<file path="config.mk">
export PLATFORM = sky130hd
export DESIGN_NAME = maze_robot_navigation_fsm
export DESIGN_NICKNAME = d
export VERILOG_FILES = /design/src/rtl/mrn_pkg.sv /design/src/rtl/mrn_ram.sv /design/src/rtl/mrn_visit.sv /design/src/rtl/mrn_ctrl.sv /design/src/rtl/maze_robot_navigation_fsm.sv
export SDC_FILE = /design/constraint.sdc
export NUM_CORES = 1
export LEC_CHECK = 0
export BUFFER_PORTS_ARGS = -buffer_cell sky130_fd_sc_hd__buf_2
export CORE_AREA = 5 5 191 230
export CTS_CLUSTER_DIAMETER = 120
export DETAILED_ROUTE_END_ITERATION = 8
export DIE_AREA = 0 0 196 235
export GPL_ROUTABILITY_DRIVEN = 0
export HOLD_SLACK_MARGIN = 0.12
export PLACE_DENSITY = 0.69
export SYNTH_ARGS = -nofsm -noshare
export SYNTH_HDL_FRONTEND = slang
export SYNTH_SLANG_ARGS = --single-unit
</file>
<file path="constraint.sdc">
create_clock -name clk -period 8.2 [get_ports clk]
set_input_delay 1.64 -clock clk [delete_from_list [all_inputs] [get_ports clk]]
set_output_delay 1.64 -clock clk [all_outputs]
set_load 0.01 [all_outputs]
</file>
<file path="src/rtl/mrn_pkg.sv">
// Shared types and constants for the maze robot navigation controller.
// No dependencies; every other file but mrn_ram imports this package.
package mrn_pkg;

	localparam int GRID_ROWS_DEF = 16;
	localparam int GRID_COLS_DEF = 16;

	// Configuration register indexes
	localparam logic REG_STEPS_CELL = 1'b0;
	localparam logic REG_STEPS_TURN = 1'b1;

	// Motor commands
	localparam logic [2:0] CMD_NONE    = 3'd0;
	localparam logic [2:0] CMD_STOP    = 3'd1;
	localparam logic [2:0] CMD_FORWARD = 3'd2;
	localparam logic [2:0] CMD_RIGHT   = 3'd3;
	localparam logic [2:0] CMD_LEFT    = 3'd4;

	// Mode codes as seen on the result
	localparam logic [1:0] MODE_ADVANCE = 2'd0;
	localparam logic [1:0] MODE_BRAKE   = 2'd1;
	localparam logic [1:0] MODE_HALT    = 2'd2;
	localparam logic [1:0] MODE_TURN    = 2'd3;

	// Headings
	localparam logic [1:0] HD_NORTH = 2'd0;
	localparam logic [1:0] HD_EAST  = 2'd1;
	localparam logic [1:0] HD_SOUTH = 2'd2;
	localparam logic [1:0] HD_WEST  = 2'd3;

	typedef enum logic [3:0] {
		ST_ADVANCE = 4'b0001,
		ST_BRAKE   = 4'b0010,
		ST_HALT    = 4'b0100,
		ST_TURN    = 4'b1000
	} mode_e;

	typedef struct packed {
		logic       wall_front;
		logic       wall_right;
		logic       wall_left;
		logic       is_stopped;
		logic [7:0] wheel_count;
	} in_t;

	typedef struct packed {
		logic [2:0] motor_cmd;
		logic       clear_wheel_count;
		logic [1:0] mode;
		logic [3:0] pos_row;
		logic [3:0] pos_col;
		logic [1:0] heading;
		logic [3:0] goal_row;
		logic [3:0] goal_col;
		logic [1:0] goal_heading;
		logic       move_blocked;
	} out_t;

	// Grid cell with an in-grid flag
	typedef struct packed {
		logic       ok;
		logic [3:0] row;
		logic [3:0] col;
	} cell_t;

	// Controller to visited-map unit
	typedef struct packed {
		logic       we;
		logic [3:0] wr_row;
		logic [3:0] wr_col;
		cell_t      rd_a;
		cell_t      rd_b;
	} map_req_t;

	// Visited-map unit to controller and top
	typedef struct packed {
		logic busy;
		logic vis_a;
		logic vis_b;
	} map_stat_t;

endpackage

</file>
<file path="src/rtl/mrn_ram.sv">
// Generic single-write, single-read RAM with registered read data.
// Depends on nothing; read during write returns the old contents.
module mrn_ram #(
	parameter int WIDTH = 1,
	parameter int DEPTH = 256
) (
	input  logic                     clk,
	input  logic                     we,
	input  logic [$clog2(DEPTH)-1:0] waddr,
	input  logic [WIDTH-1:0]         wdata,
	input  logic [$clog2(DEPTH)-1:0] raddr,
	output logic [WIDTH-1:0]         rdata
);

	logic [WIDTH-1:0] mem [DEPTH];

	always_ff @(posedge clk) begin
		if (we) begin
			mem[waddr] <= wdata;
		end
		rdata <= mem[raddr];
	end

endmodule

</file>
<file path="src/rtl/mrn_visit.sv">
// Visited-cell map: two RAM copies (one per read port), clearing sweep after
// reset and write-to-read forwarding. Depends on mrn_pkg and mrn_ram.
module mrn_visit
	import mrn_pkg::*;
#(
	parameter int GRID_ROWS = GRID_ROWS_DEF,
	parameter int GRID_COLS = GRID_COLS_DEF
) (
	input  logic      clk,
	input  logic      arst_n,
	input  map_req_t  req,
	output map_stat_t stat
);

	localparam int DEPTH = GRID_ROWS * GRID_COLS;
	localparam int AW    = $clog2(DEPTH);

	logic          clearing_q;
	logic [AW-1:0] clr_addr_q;
	logic          wen;
	logic [AW-1:0] waddr;
	logic          wdata;
	logic [AW-1:0] raddr_a, raddr_b;
	logic          q_a, q_b;
	logic          fwd_a_q, fwd_b_q, fwd_d_q;
	logic          ok_a_q, ok_b_q;

	function automatic logic [AW-1:0] cell_addr(input logic [3:0] r, input logic [3:0] c);
		return AW'(int'(r) * GRID_COLS + int'(c));
	endfunction

	always_ff @(posedge clk or negedge arst_n) begin
		if (!arst_n) begin
			clearing_q <= 1'b1;
			clr_addr_q <= '0;
		end else if (clearing_q) begin
			clr_addr_q <= clr_addr_q + AW'(1);
			if (clr_addr_q == AW'(DEPTH - 1)) begin
				clearing_q <= 1'b0;
			end
		end
	end

	always_comb begin
		raddr_a = cell_addr(req.rd_a.row, req.rd_a.col);
		raddr_b = cell_addr(req.rd_b.row, req.rd_b.col);
		if (clearing_q) begin
			wen   = 1'b1;
			waddr = clr_addr_q;
			wdata = 1'b0;
		end else begin
			wen   = req.we;
			waddr = cell_addr(req.wr_row, req.wr_col);
			wdata = 1'b1;
		end
	end

	mrn_ram #(.WIDTH(1), .DEPTH(DEPTH)) u_ram_a (
		.clk   (clk),
		.we    (wen),
		.waddr (waddr),
		.wdata (wdata),
		.raddr (raddr_a),
		.rdata (q_a)
	);

	mrn_ram #(.WIDTH(1), .DEPTH(DEPTH)) u_ram_b (
		.clk   (clk),
		.we    (wen),
		.waddr (waddr),
		.wdata (wdata),
		.raddr (raddr_b),
		.rdata (q_b)
	);

	// same-edge write wins over the RAM's old data
	always_ff @(posedge clk) begin
		fwd_a_q <= wen && (waddr == raddr_a);
		fwd_b_q <= wen && (waddr == raddr_b);
		fwd_d_q <= wdata;
		ok_a_q  <= req.rd_a.ok;
		ok_b_q  <= req.rd_b.ok;
	end

	assign stat.busy  = clearing_q;
	assign stat.vis_a = ok_a_q && (fwd_a_q ? fwd_d_q : q_a);
	assign stat.vis_b = ok_b_q && (fwd_b_q ? fwd_d_q : q_b);

endmodule

</file>
<file path="src/rtl/mrn_ctrl.sv">
// Navigation controller: mode machine, pose and goal registers, per-tick
// update and visited-map lookups for the next tick. Depends on mrn_pkg.
module mrn_ctrl
	import mrn_pkg::*;
#(
	parameter int GRID_ROWS = GRID_ROWS_DEF,
	parameter int GRID_COLS = GRID_COLS_DEF
) (
	input  logic      clk,
	input  logic      arst_n,
	input  logic      fire,
	input  in_t       item,
	input  logic [7:0] steps_cell,
	input  logic [7:0] steps_turn,
	input  map_stat_t stat,
	output out_t      result,
	output map_req_t  req
);

	mode_e      mode_q, n_mode;
	logic [3:0] row_q, col_q, trow_q, tcol_q;
	logic [1:0] hd_q, thd_q, phd_q;
	logic [3:0] n_row, n_col, n_trow, n_tcol;
	logic [1:0] n_hd, n_thd, n_phd, diff, rd_hd;
	logic [2:0] cmd;
	logic       clr, blk, we, at_goal, moved, turned, next_vis;
	cell_t      ahead, tgt_next, rd_a, rd_b;

	function automatic cell_t neighbor(input logic [3:0] r, input logic [3:0] c,
			input logic [1:0] h);
		cell_t n;
		n = '{ok: 1'b1, row: r, col: c};
		unique case (h)
			HD_NORTH: begin
				if ((5'(r) + 5'd1) >= 5'(GRID_ROWS)) n.ok = 1'b0;
				else n.row = r + 4'd1;
			end
			HD_EAST: begin
				if ((5'(c) + 5'd1) >= 5'(GRID_COLS)) n.ok = 1'b0;
				else n.col = c + 4'd1;
			end
			HD_SOUTH: begin
				if (r == 4'd0) n.ok = 1'b0;
				else n.row = r - 4'd1;
			end
			HD_WEST: begin
				if (c == 4'd0) n.ok = 1'b0;
				else n.col = c - 4'd1;
			end
		endcase
		return n;
	endfunction

	function automatic logic [1:0] mode_code(input mode_e m);
		logic [1:0] code;
		unique case (m)
			ST_ADVANCE: code = MODE_ADVANCE;
			ST_BRAKE:   code = MODE_BRAKE;
			ST_HALT:    code = MODE_HALT;
			ST_TURN:    code = MODE_TURN;
			default:    code = MODE_ADVANCE;
		endcase
		return code;
	endfunction

	always_comb begin
		n_mode   = mode_q;
		n_row    = row_q;
		n_col    = col_q;
		n_hd     = hd_q;
		n_trow   = trow_q;
		n_tcol   = tcol_q;
		n_thd    = thd_q;
		n_phd    = phd_q;
		cmd      = CMD_NONE;
		clr      = 1'b0;
		blk      = 1'b0;
		we       = 1'b0;
		moved    = 1'b0;
		turned   = 1'b0;
		next_vis = 1'b0;
		at_goal  = (row_q == trow_q) && (col_q == tcol_q);
		diff     = thd_q - hd_q;
		ahead    = neighbor(row_q, col_q, hd_q);
		tgt_next = '0;

		if (fire) begin
			unique case (mode_q)
				ST_ADVANCE: begin
					if (item.wall_front || at_goal) begin
						cmd    = CMD_STOP;
						n_mode = ST_BRAKE;
					end
					if (item.wheel_count >= steps_cell) begin
						clr = 1'b1;
						we  = 1'b1;
						if (ahead.ok) begin
							n_row = ahead.row;
							n_col = ahead.col;
							moved = 1'b1;
						end else begin
							blk = 1'b1;
						end
					end
				end
				ST_BRAKE: begin
					if (item.is_stopped) begin
						n_mode = ST_HALT;
						if (item.wall_front || at_goal) begin
							if (!item.wall_right) n_thd = thd_q + 2'd1;
							else if (!item.wall_left) n_thd = thd_q + 2'd3;
							else if (item.wall_front) n_thd = thd_q + 2'd1;
						end
					end
				end
				ST_HALT: begin
					if (hd_q == thd_q) begin
						if (!at_goal) begin
							cmd    = CMD_FORWARD;
							n_mode = ST_ADVANCE;
						end
					end else begin
						if (diff == 2'd3) begin
							cmd   = CMD_LEFT;
							n_phd = phd_q + 2'd3;
						end else begin
							cmd   = CMD_RIGHT;
							n_phd = phd_q + 2'd1;
						end
						n_mode = ST_TURN;
					end
				end
				ST_TURN: begin
					if (item.wheel_count >= steps_turn) begin
						clr    = 1'b1;
						n_hd   = phd_q;
						n_mode = ST_BRAKE;
						cmd    = CMD_STOP;
						turned = 1'b1;
					end
				end
				default: n_mode = ST_ADVANCE;
			endcase

			// Port A looked ahead one cell (pending heading in turn mode),
			// port B two cells in advance mode, else one cell.
			priority if (mode_q == ST_ADVANCE) next_vis = moved ? stat.vis_b : stat.vis_a;
			else if (mode_q == ST_TURN) next_vis = turned ? stat.vis_a : stat.vis_b;
			else next_vis = stat.vis_b;

			// goal advance sees the updated pose
			if ((n_hd == n_thd) && (n_row == trow_q) && (n_col == tcol_q)
					&& !item.wall_front) begin
				if (!((!item.wall_right || !item.wall_left) && next_vis)) begin
					tgt_next = neighbor(trow_q, tcol_q, n_thd);
					if (tgt_next.ok) begin
						n_trow = tgt_next.row;
						n_tcol = tgt_next.col;
					end else begin
						blk = 1'b1;
					end
				end
			end
		end
	end

	// Lookups for the tick after this edge, from the next state
	always_comb begin
		rd_hd = (n_mode == ST_TURN) ? n_phd : n_hd;
		rd_a  = neighbor(n_row, n_col, rd_hd);
		rd_b  = neighbor(n_row, n_col, n_hd);
		if (n_mode == ST_ADVANCE) begin
			// port A holds the one-ahead cell here
			rd_b    = neighbor(rd_b.row, rd_b.col, n_hd);
			rd_b.ok = rd_b.ok && rd_a.ok;
		end
	end

	always_ff @(posedge clk or negedge arst_n) begin
		if (!arst_n) begin
			mode_q <= ST_ADVANCE;
			row_q  <= 4'd0;
			col_q  <= 4'd0;
			hd_q   <= HD_NORTH;
			trow_q <= 4'd1;
			tcol_q <= 4'd0;
			thd_q  <= HD_NORTH;
			phd_q  <= HD_NORTH;
		end else begin
			mode_q <= n_mode;
			row_q  <= n_row;
			col_q  <= n_col;
			hd_q   <= n_hd;
			trow_q <= n_trow;
			tcol_q <= n_tcol;
			thd_q  <= n_thd;
			phd_q  <= n_phd;
		end
	end

	assign req.we     = we;
	assign req.wr_row = row_q;
	assign req.wr_col = col_q;
	assign req.rd_a   = rd_a;
	assign req.rd_b   = rd_b;

	assign result.motor_cmd         = cmd;
	assign result.clear_wheel_count = clr;
	assign result.mode              = mode_code(n_mode);
	assign result.pos_row           = n_row;
	assign result.pos_col           = n_col;
	assign result.heading           = n_hd;
	assign result.goal_row          = n_trow;
	assign result.goal_col          = n_tcol;
	assign result.goal_heading      = n_thd;
	assign result.move_blocked      = blk;

endmodule

</file>
<file path="src/rtl/maze_robot_navigation_fsm.sv">
// Maze robot navigation controller, top level: request and result channels,
// configuration registers, output register. Depends on mrn_pkg, mrn_ctrl, mrn_visit.
//
// One control tick per request, one result per request. A request is taken
// every clock cycle while the result register is empty or being drained, so
// sustained rate is one tick per cycle; the result is registered and is
// shown in the cycle after acceptance. Rate is set by the visited map: both
// map lookups a tick may need (one and two cells ahead, or one cell along
// the pending turn) are read from the map RAMs at the edge that updates the
// pose, so the registered read data is ready when the next request arrives,
// with same-edge writes forwarded. After reset the map is cleared by a sweep
// over all GRID_ROWS*GRID_COLS cells (256 at the default size) during which
// in_ready stays low; configuration writes are taken at any time. Moves
// leaving the grid are suppressed and reported on move_blocked.
module maze_robot_navigation_fsm
	import mrn_pkg::*;
#(
	parameter int GRID_ROWS = GRID_ROWS_DEF,
	parameter int GRID_COLS = GRID_COLS_DEF
) (
	input  logic       clk,
	input  logic       arst_n,
	input  logic       in_valid,
	output logic       in_ready,
	input  in_t        in_data,
	output logic       out_valid,
	input  logic       out_ready,
	output out_t       out_data,
	input  logic       cfg_we,
	input  logic       cfg_index,
	input  logic [7:0] cfg_wdata
);

	logic       fire;
	logic [7:0] steps_cell_q, steps_turn_q;
	logic       out_valid_q;
	out_t       out_data_q;
	out_t       result;
	map_req_t   req;
	map_stat_t  stat;

	// accept while the map is ready and the result slot frees up this cycle
	assign in_ready = !stat.busy && (!out_valid_q || out_ready);
	assign fire     = in_valid && in_ready;

	always_ff @(posedge clk or negedge arst_n) begin
		if (!arst_n) begin
			steps_cell_q <= 8'd4;
			steps_turn_q <= 8'd2;
		end else if (cfg_we) begin
			unique case (cfg_index)
				REG_STEPS_CELL: steps_cell_q <= cfg_wdata;
				REG_STEPS_TURN: steps_turn_q <= cfg_wdata;
			endcase
		end
	end

	mrn_ctrl #(.GRID_ROWS(GRID_ROWS), .GRID_COLS(GRID_COLS)) u_ctrl (
		.clk        (clk),
		.arst_n     (arst_n),
		.fire       (fire),
		.item       (in_data),
		.steps_cell (steps_cell_q),
		.steps_turn (steps_turn_q),
		.stat       (stat),
		.result     (result),
		.req        (req)
	);

	mrn_visit #(.GRID_ROWS(GRID_ROWS), .GRID_COLS(GRID_COLS)) u_visit (
		.clk    (clk),
		.arst_n (arst_n),
		.req    (req),
		.stat   (stat)
	);

	// result register: new result loads on accept, otherwise held until taken
	always_ff @(posedge clk or negedge arst_n) begin
		if (!arst_n) begin
			out_valid_q <= 1'b0;
		end else if (fire) begin
			out_valid_q <= 1'b1;
		end else if (out_ready) begin
			out_valid_q <= 1'b0;
		end
	end

	always_ff @(posedge clk) begin
		if (fire) begin
			out_data_q <= result;
		end
	end

	assign out_valid = out_valid_q;
	assign out_data  = out_data_q;

endmodule

</file>
==> Yosys cells after proc, flatten, opt, wreduce, memory -nomap -nowiden <==
Memory sizes are Yosys's and may differ from the RTL's. A register that Yosys moved wholly into a read port is not among the register bits.
Cells that the tools add are included.
W data, S select, Z words.
{ "word_totals": {"mem_count": 2, "input_bits": 26, "elab_cells": 273, "reg_bits": 84, "output_inout_bits": 29, "mem_bits_rw": 512} }
{ "memory_table": {"columns": ["name", "depth", "word_bits", "rd", "rd_clocked_by_memory_dff", "wr", "line_no", "text"], "rows": [
  ["u_visit.u_ram_a.mem", 256, 1, 1, 1, 1, "mrn_ram.sv:15", "logic [WIDTH-1:0] mem [DEPTH];"],
  ["u_visit.u_ram_b.mem", 256, 1, 1, 1, 1, "mrn_ram.sv:15", null]
]} }
{ "op_classes": {"addsub": 33, "order_cmp": 10, "n_reduce_logical": 35, "eq_ne": 30, "muxes": 134, "bitwise_logic": 1} }
{ "op_table": {"columns": ["op", "count"], "rows": [
  ["$mux W4", 40],
  ["$pmux W4 S2", 10],
  ["$mux W1", 53],
  ["$add A4 B1 Y5 const B", 8],
  ["$ge A5 B5 Y1 const B", 8],
  ["$mux W2", 18],
  ["$add A4 B1 Y4 const B", 8],
  ["$logic_not A4 Y1", 8],
  ["$sub A4 B1 Y4 const B", 8],
  ["$add A8 B4 Y8", 3],
  ["$pmux W1 S4", 5],
  ["$eq A2 B2 Y1 const B", 9],
  ["$eq A4 B4 Y1", 4],
  ["$eq A8 B8 Y1", 2],
  ["$ge A8 B8 Y1", 2],
  ["$pmux W4 S4", 1],
  ["$logic_and A1 B1 Y1", 12],
  ["$mux W9", 1],
  ["$pmux W3 S3", 1],
  ["$add A8 B1 Y8 const B", 1],
  ["$eq A2 B1 Y1 const B", 4],
  ["$eq A4 B1 Y1 const B", 2],
  ["$eq A4 B2 Y1 const B", 2],
  ["$eq A4 B3 Y1 const B", 2],
  ["16 further kinds", 31]
]} }

==> Logic depth before layout (Yosys ltp) <==
{ "depth": {"depth_word": 23, "mapped_depth": 29, "ltp_nobuf": 25} }

==> Cells and area by module <==
A second synthesis with hierarchy kept.
{ "hier_totals": {"cells_unflattened": 2344, "hier_area_um2": 29289.3} }
{ "by_module_without_submodules": {"columns": ["mod", "seq_area_each_um2", "cells_per_inst", "area_per_inst_um2", "n_inst"], "rows": [
  ["mrn_ram", 7707.4, 788, 11128.2, 2],
  ["mrn_ctrl", 653.1, 615, 4647.0, 1],
  ["maze_robot_navigation_fsm", 1238.7, 68, 1506.4, 1],
  ["mrn_visit", 326.6, 85, 879.6, 1]
]} }

==> Worst setup path after synthesis <==
No wires, ideal clock.
{ "synth_path": {"path_kind": "in2reg", "startpoint": "in in_data[0] (netlist bit)", "endpoint": "reg u_visit.u_ram_b.rdata, read port of u_visit.u_ram_b.mem", "path_buffers": 3, "setup_ns": 0.134, "arrival_ns": 7.124, "cell_stages": 25, "required_ns": 8.066, "setup_slack_ns": 0.942, "path_cell_list": "inv_1 ha_1 nand2b_1 a2111o_1 a31o_2 and4_1 clkbuf_1 o21ai_0 inv_1 ha_1 clkbuf_1 a31oi_1 o21ai_1 xnor2_2 inv_1 ha_1 nand3_1 o211ai_2 xnor2_2 clkbuf_1 mux4_2 o2111ai_1 nand4_1 and3_1 or4_1"} }
{ "synth_lines": {"columns": ["element", "line_no", "text"], "rows": [
  ["start, declared", "maze_robot_navigation_fsm.sv:25", "input in_t in_data,"],
  ["end, declared", "mrn_ram.sv:12", "output logic [WIDTH-1:0] rdata"]
]} }

==> impl_metrics.tcl <==
set metrics [dict create \
    synth_edf_count 283 \
    clkTransAtPathRegs_ns 0.06 \
    p_leak_uw 0.007595 \
    crit_type "in2reg" \
    cp_top_family "compound AO/OA/AOI/OAI gates" \
    synth_area_mm2 0.02041 \
    ys_warn_count 0 \
    period_minus_slack_ns 7.722 \
    grt_max_degree 137 \
    slowest_delay_ns 0.67 \
    drc 0 \
    num-nets-final 2081 \
    die-height_um 235 \
    synth_area_per_cell_um2 10.21 \
    grt_pass1_wl_mm 94.43 \
    fin_tns_setup_ns 0 \
    power.density_mw_per_mm2 393.7 \
    relSlewSlack 0.1841 \
    vias 16730 \
    dp_hpwl_mm 42.26 \
    critical_path_required_ns 8.63 \
    initial_core_util 0.4924 \
    fmaxAchievable_mhz 129.5 \
    core_mm2 0.04145 \
    hp-class "reg2reg" \
    cp-end-kind "flip-flop" \
    critPathLaunchType "input pin" \
    area_growth_pct 9.870 \
    fin_util 0.5410 \
    post-route-period-util 0.9418 \
    ys_seq_area_frac 0.4873 \
    netlist_top_cells_count "337 x nor2_1, 283 x edfxtp_1, 273 x nand2_1" \
    drive_above_1_share 0.1372 \
    synth_area_leaders "edfxtp_1 42%, nor2_1 6.2%, mux2i_1 6.2%" \
    cts_max_level 2 \
    finalInstanceArea_mm2 0.02243 \
    crit_chain "buf_2, inv_1, ha_1, nand2b_1, a2111o_1, a31o_2, and4_1, xnor2_1, inv_1, ha_1, a31oi_1, o21ai_1, xnor2_2, inv_1, ha_1, nand3_1, o211ai_2, xnor2_2, nor2_1, o211a_1, a211o_1, o211ai_1, nand4_1, or4_1" \
    io_pins 55 \
    tightest_slew_ns 1.224 \
    wl_mm 62.24 \
    critPathBufInv 4 \
    final_max_slew_viol_count 0 \
    ant_nets 0 \
    cap_violations 0 \
    wire_per_inst_um 23.99 \
    clock-sinks 342 \
    cts_tree "built" \
    cts_resized 0 \
    synthArstFlopShare 0.1520 \
    drt_iter0_drc 2146 \
    diodes 0 \
    postCtsSetupBuffers 0 \
    nFillCells 3535 \
    cp_slowest_cell "xnor2_2" \
    synth.most_common_cell "nor2_1" \
    skew_ns 0.03543 \
    grt_use_total 0.2604 \
    ys.flop_type "edfxtp_1" \
    cts_buffers 37 \
    synthCells 2000 \
    fp.dieW_um 196 \
    avgViaCountPerCell 6.448 \
    multi_input_area_mm2 0.009679 \
    clk_latency_ns 0.56 \
    rows 82 \
    worstPathMaxFanout 10 \
    first_pass_iters 6 \
    seqCellArea_mm2 0.009946 \
    setup-violations-final 0 \
    placed_area_mm2 0.02128 \
    synthDistinctLibCells 97 \
    vdd_ir_drop_max_v 0.0002595 \
    power.total_uw 8828 \
    synth.net_count 2060 \
    status "complete, no violations" \
    final_hold_viol_count 0 \
    synth_top_area_share 0.4164 \
    ys_ff_latch 342 \
    yosysTopAreaCell "edfxtp_1" \
    crit_arrival_ns 8.15 \
    clk_path_buf_depth 3 \
    first_global_vias 16230 \
    rsz0062_at_grt "false" \
    clockRootBuffer "clkbuf_16" \
    antenna_found_initial 0 \
    numPortBuffers 54 \
    gr-total-overflow 0 \
    holdBufCountCts 0 \
    die_area_mm2 0.04606 \
]
## worst reg2reg max path: cells and delay by family, from the launching register on
kind,cells,cell delay [ns]
buffers and inverters,3,0.56
AND/OR/NAND/NOR,7,1.84
XOR/XNOR,3,1.41
AO/OA/AOI/OAI,7,1.78
flip-flops,1,0.54
adder cells (fa/ha/maj),3,0.85
## power breakdown
| group | leakage, uW | switching (uW) | internal, uW |
|---|---|---|---|
| registers | 0.00237 | 116 | 1950 |
| clock network | 0.000547 | 704 | 905 |
| logic | 0.00468 | 3330 | 1820 |
| total | 0.00760 | 4150 | 4680 |
## placed cells by master (no fill, tap or decap), types with 40 or more instances in the layout
cell type | synthesis | routed
a21oi_1 | 109 | 109
buf_2 | 37 | 54
buf_4 | 7 | 52
dfrtp_1 | 47 | 47
edfxtp_1 | 283 | 283
inv_1 | 54 | 53
mux2i_1 | 126 | 126
mux4_2 | 40 | 40
nand2_1 | 273 | 273
nor2_1 | 337 | 337
o21ai_0 | 47 | 46
xnor2_1 | 41 | 40
## path summary, 6_finish.rpt
| path | startpoint | to | slack, ns | cells after the start |
|---|---|---|---|---|
| worst max-delay path | in_data[0] | u_visit.u_ram_b.rdata | 0.48 | 24 |
| worst min register to register | steps_turn_q[7] | steps_turn_q[7] | 0.51 | 1 |
| worst max register to register | u_ctrl.col_q[1] | u_visit.u_ram_b.rdata | 1.12 | 23 |
| worst min-delay path | steps_turn_q[7] | steps_turn_q[7] | 0.51 | 1 |
| min in group asynchronous | arst_n | steps_turn_q[4] | 1.24 | 2 |
| max in group asynchronous | arst_n | u_ctrl.col_q[0] | 6.50 | 2 |
## metal layers
layer / global-route usage / wire length [um] / up-vias
met2: 0.4300 / 29480 / 1062
met4: 0.1600 / 4511 / 0
met5: 0 / 0 / -
li1: - / - / 7344
met1: 0.3197 / 22530 / 8064
met3: 0.04184 / 5718 / 256
## cell type report
class                           count  area share
Timing Repair Buffer              110     0.03303
Clock buffer                       49     0.04514
Inverter                           60     0.01027
Tap cell                          546     0.03046
Clock inverter                     17    0.005970
Multi-Input combinational cell   1470      0.4316
Sequential cell                   342      0.4435
## flip-flops by register name, summed over array words and instances (netlist names), 4 cells and up
register and cells:
out_data 27, steps_cell_q 8, steps_turn_q 8, u_ctrl.col_q 4
u_ctrl.mode_q 4, u_ctrl.row_q 4, u_ctrl.tcol_q 4, u_ctrl.trow_q 4
u_visit.clr_addr_q 8, u_visit.u_ram_b.mem 254
## stage by stage
stage                     hold WS (ns)  std cells  worst slack (ns)
after floorplan                 0.4627       2000            0.9421
after CTS                       0.5100       2594            0.6526
final                           0.5067       2594            0.4775
after global routing            0.5202       2594            0.2080
after global placement          0.4857       2528            0.1955
after detailed placement        0.4975       2528            0.1464
## cells by family after synthesis
kind of cell | Yosys count | share of synthesized area
AND/OR/NAND/NOR | 809 | 0.1755
AO/OA/AOI/OAI | 363 | 0.1214
flip-flops | 342 | 0.4873
multiplexers | 197 | 0.1233
buffers and inverters | 188 | 0.04034
XOR/XNOR | 67 | 0.03126
adder cells (fa/ha/maj) | 34 | 0.02084
No activity file was read; power rests on OpenSTA's default activity.
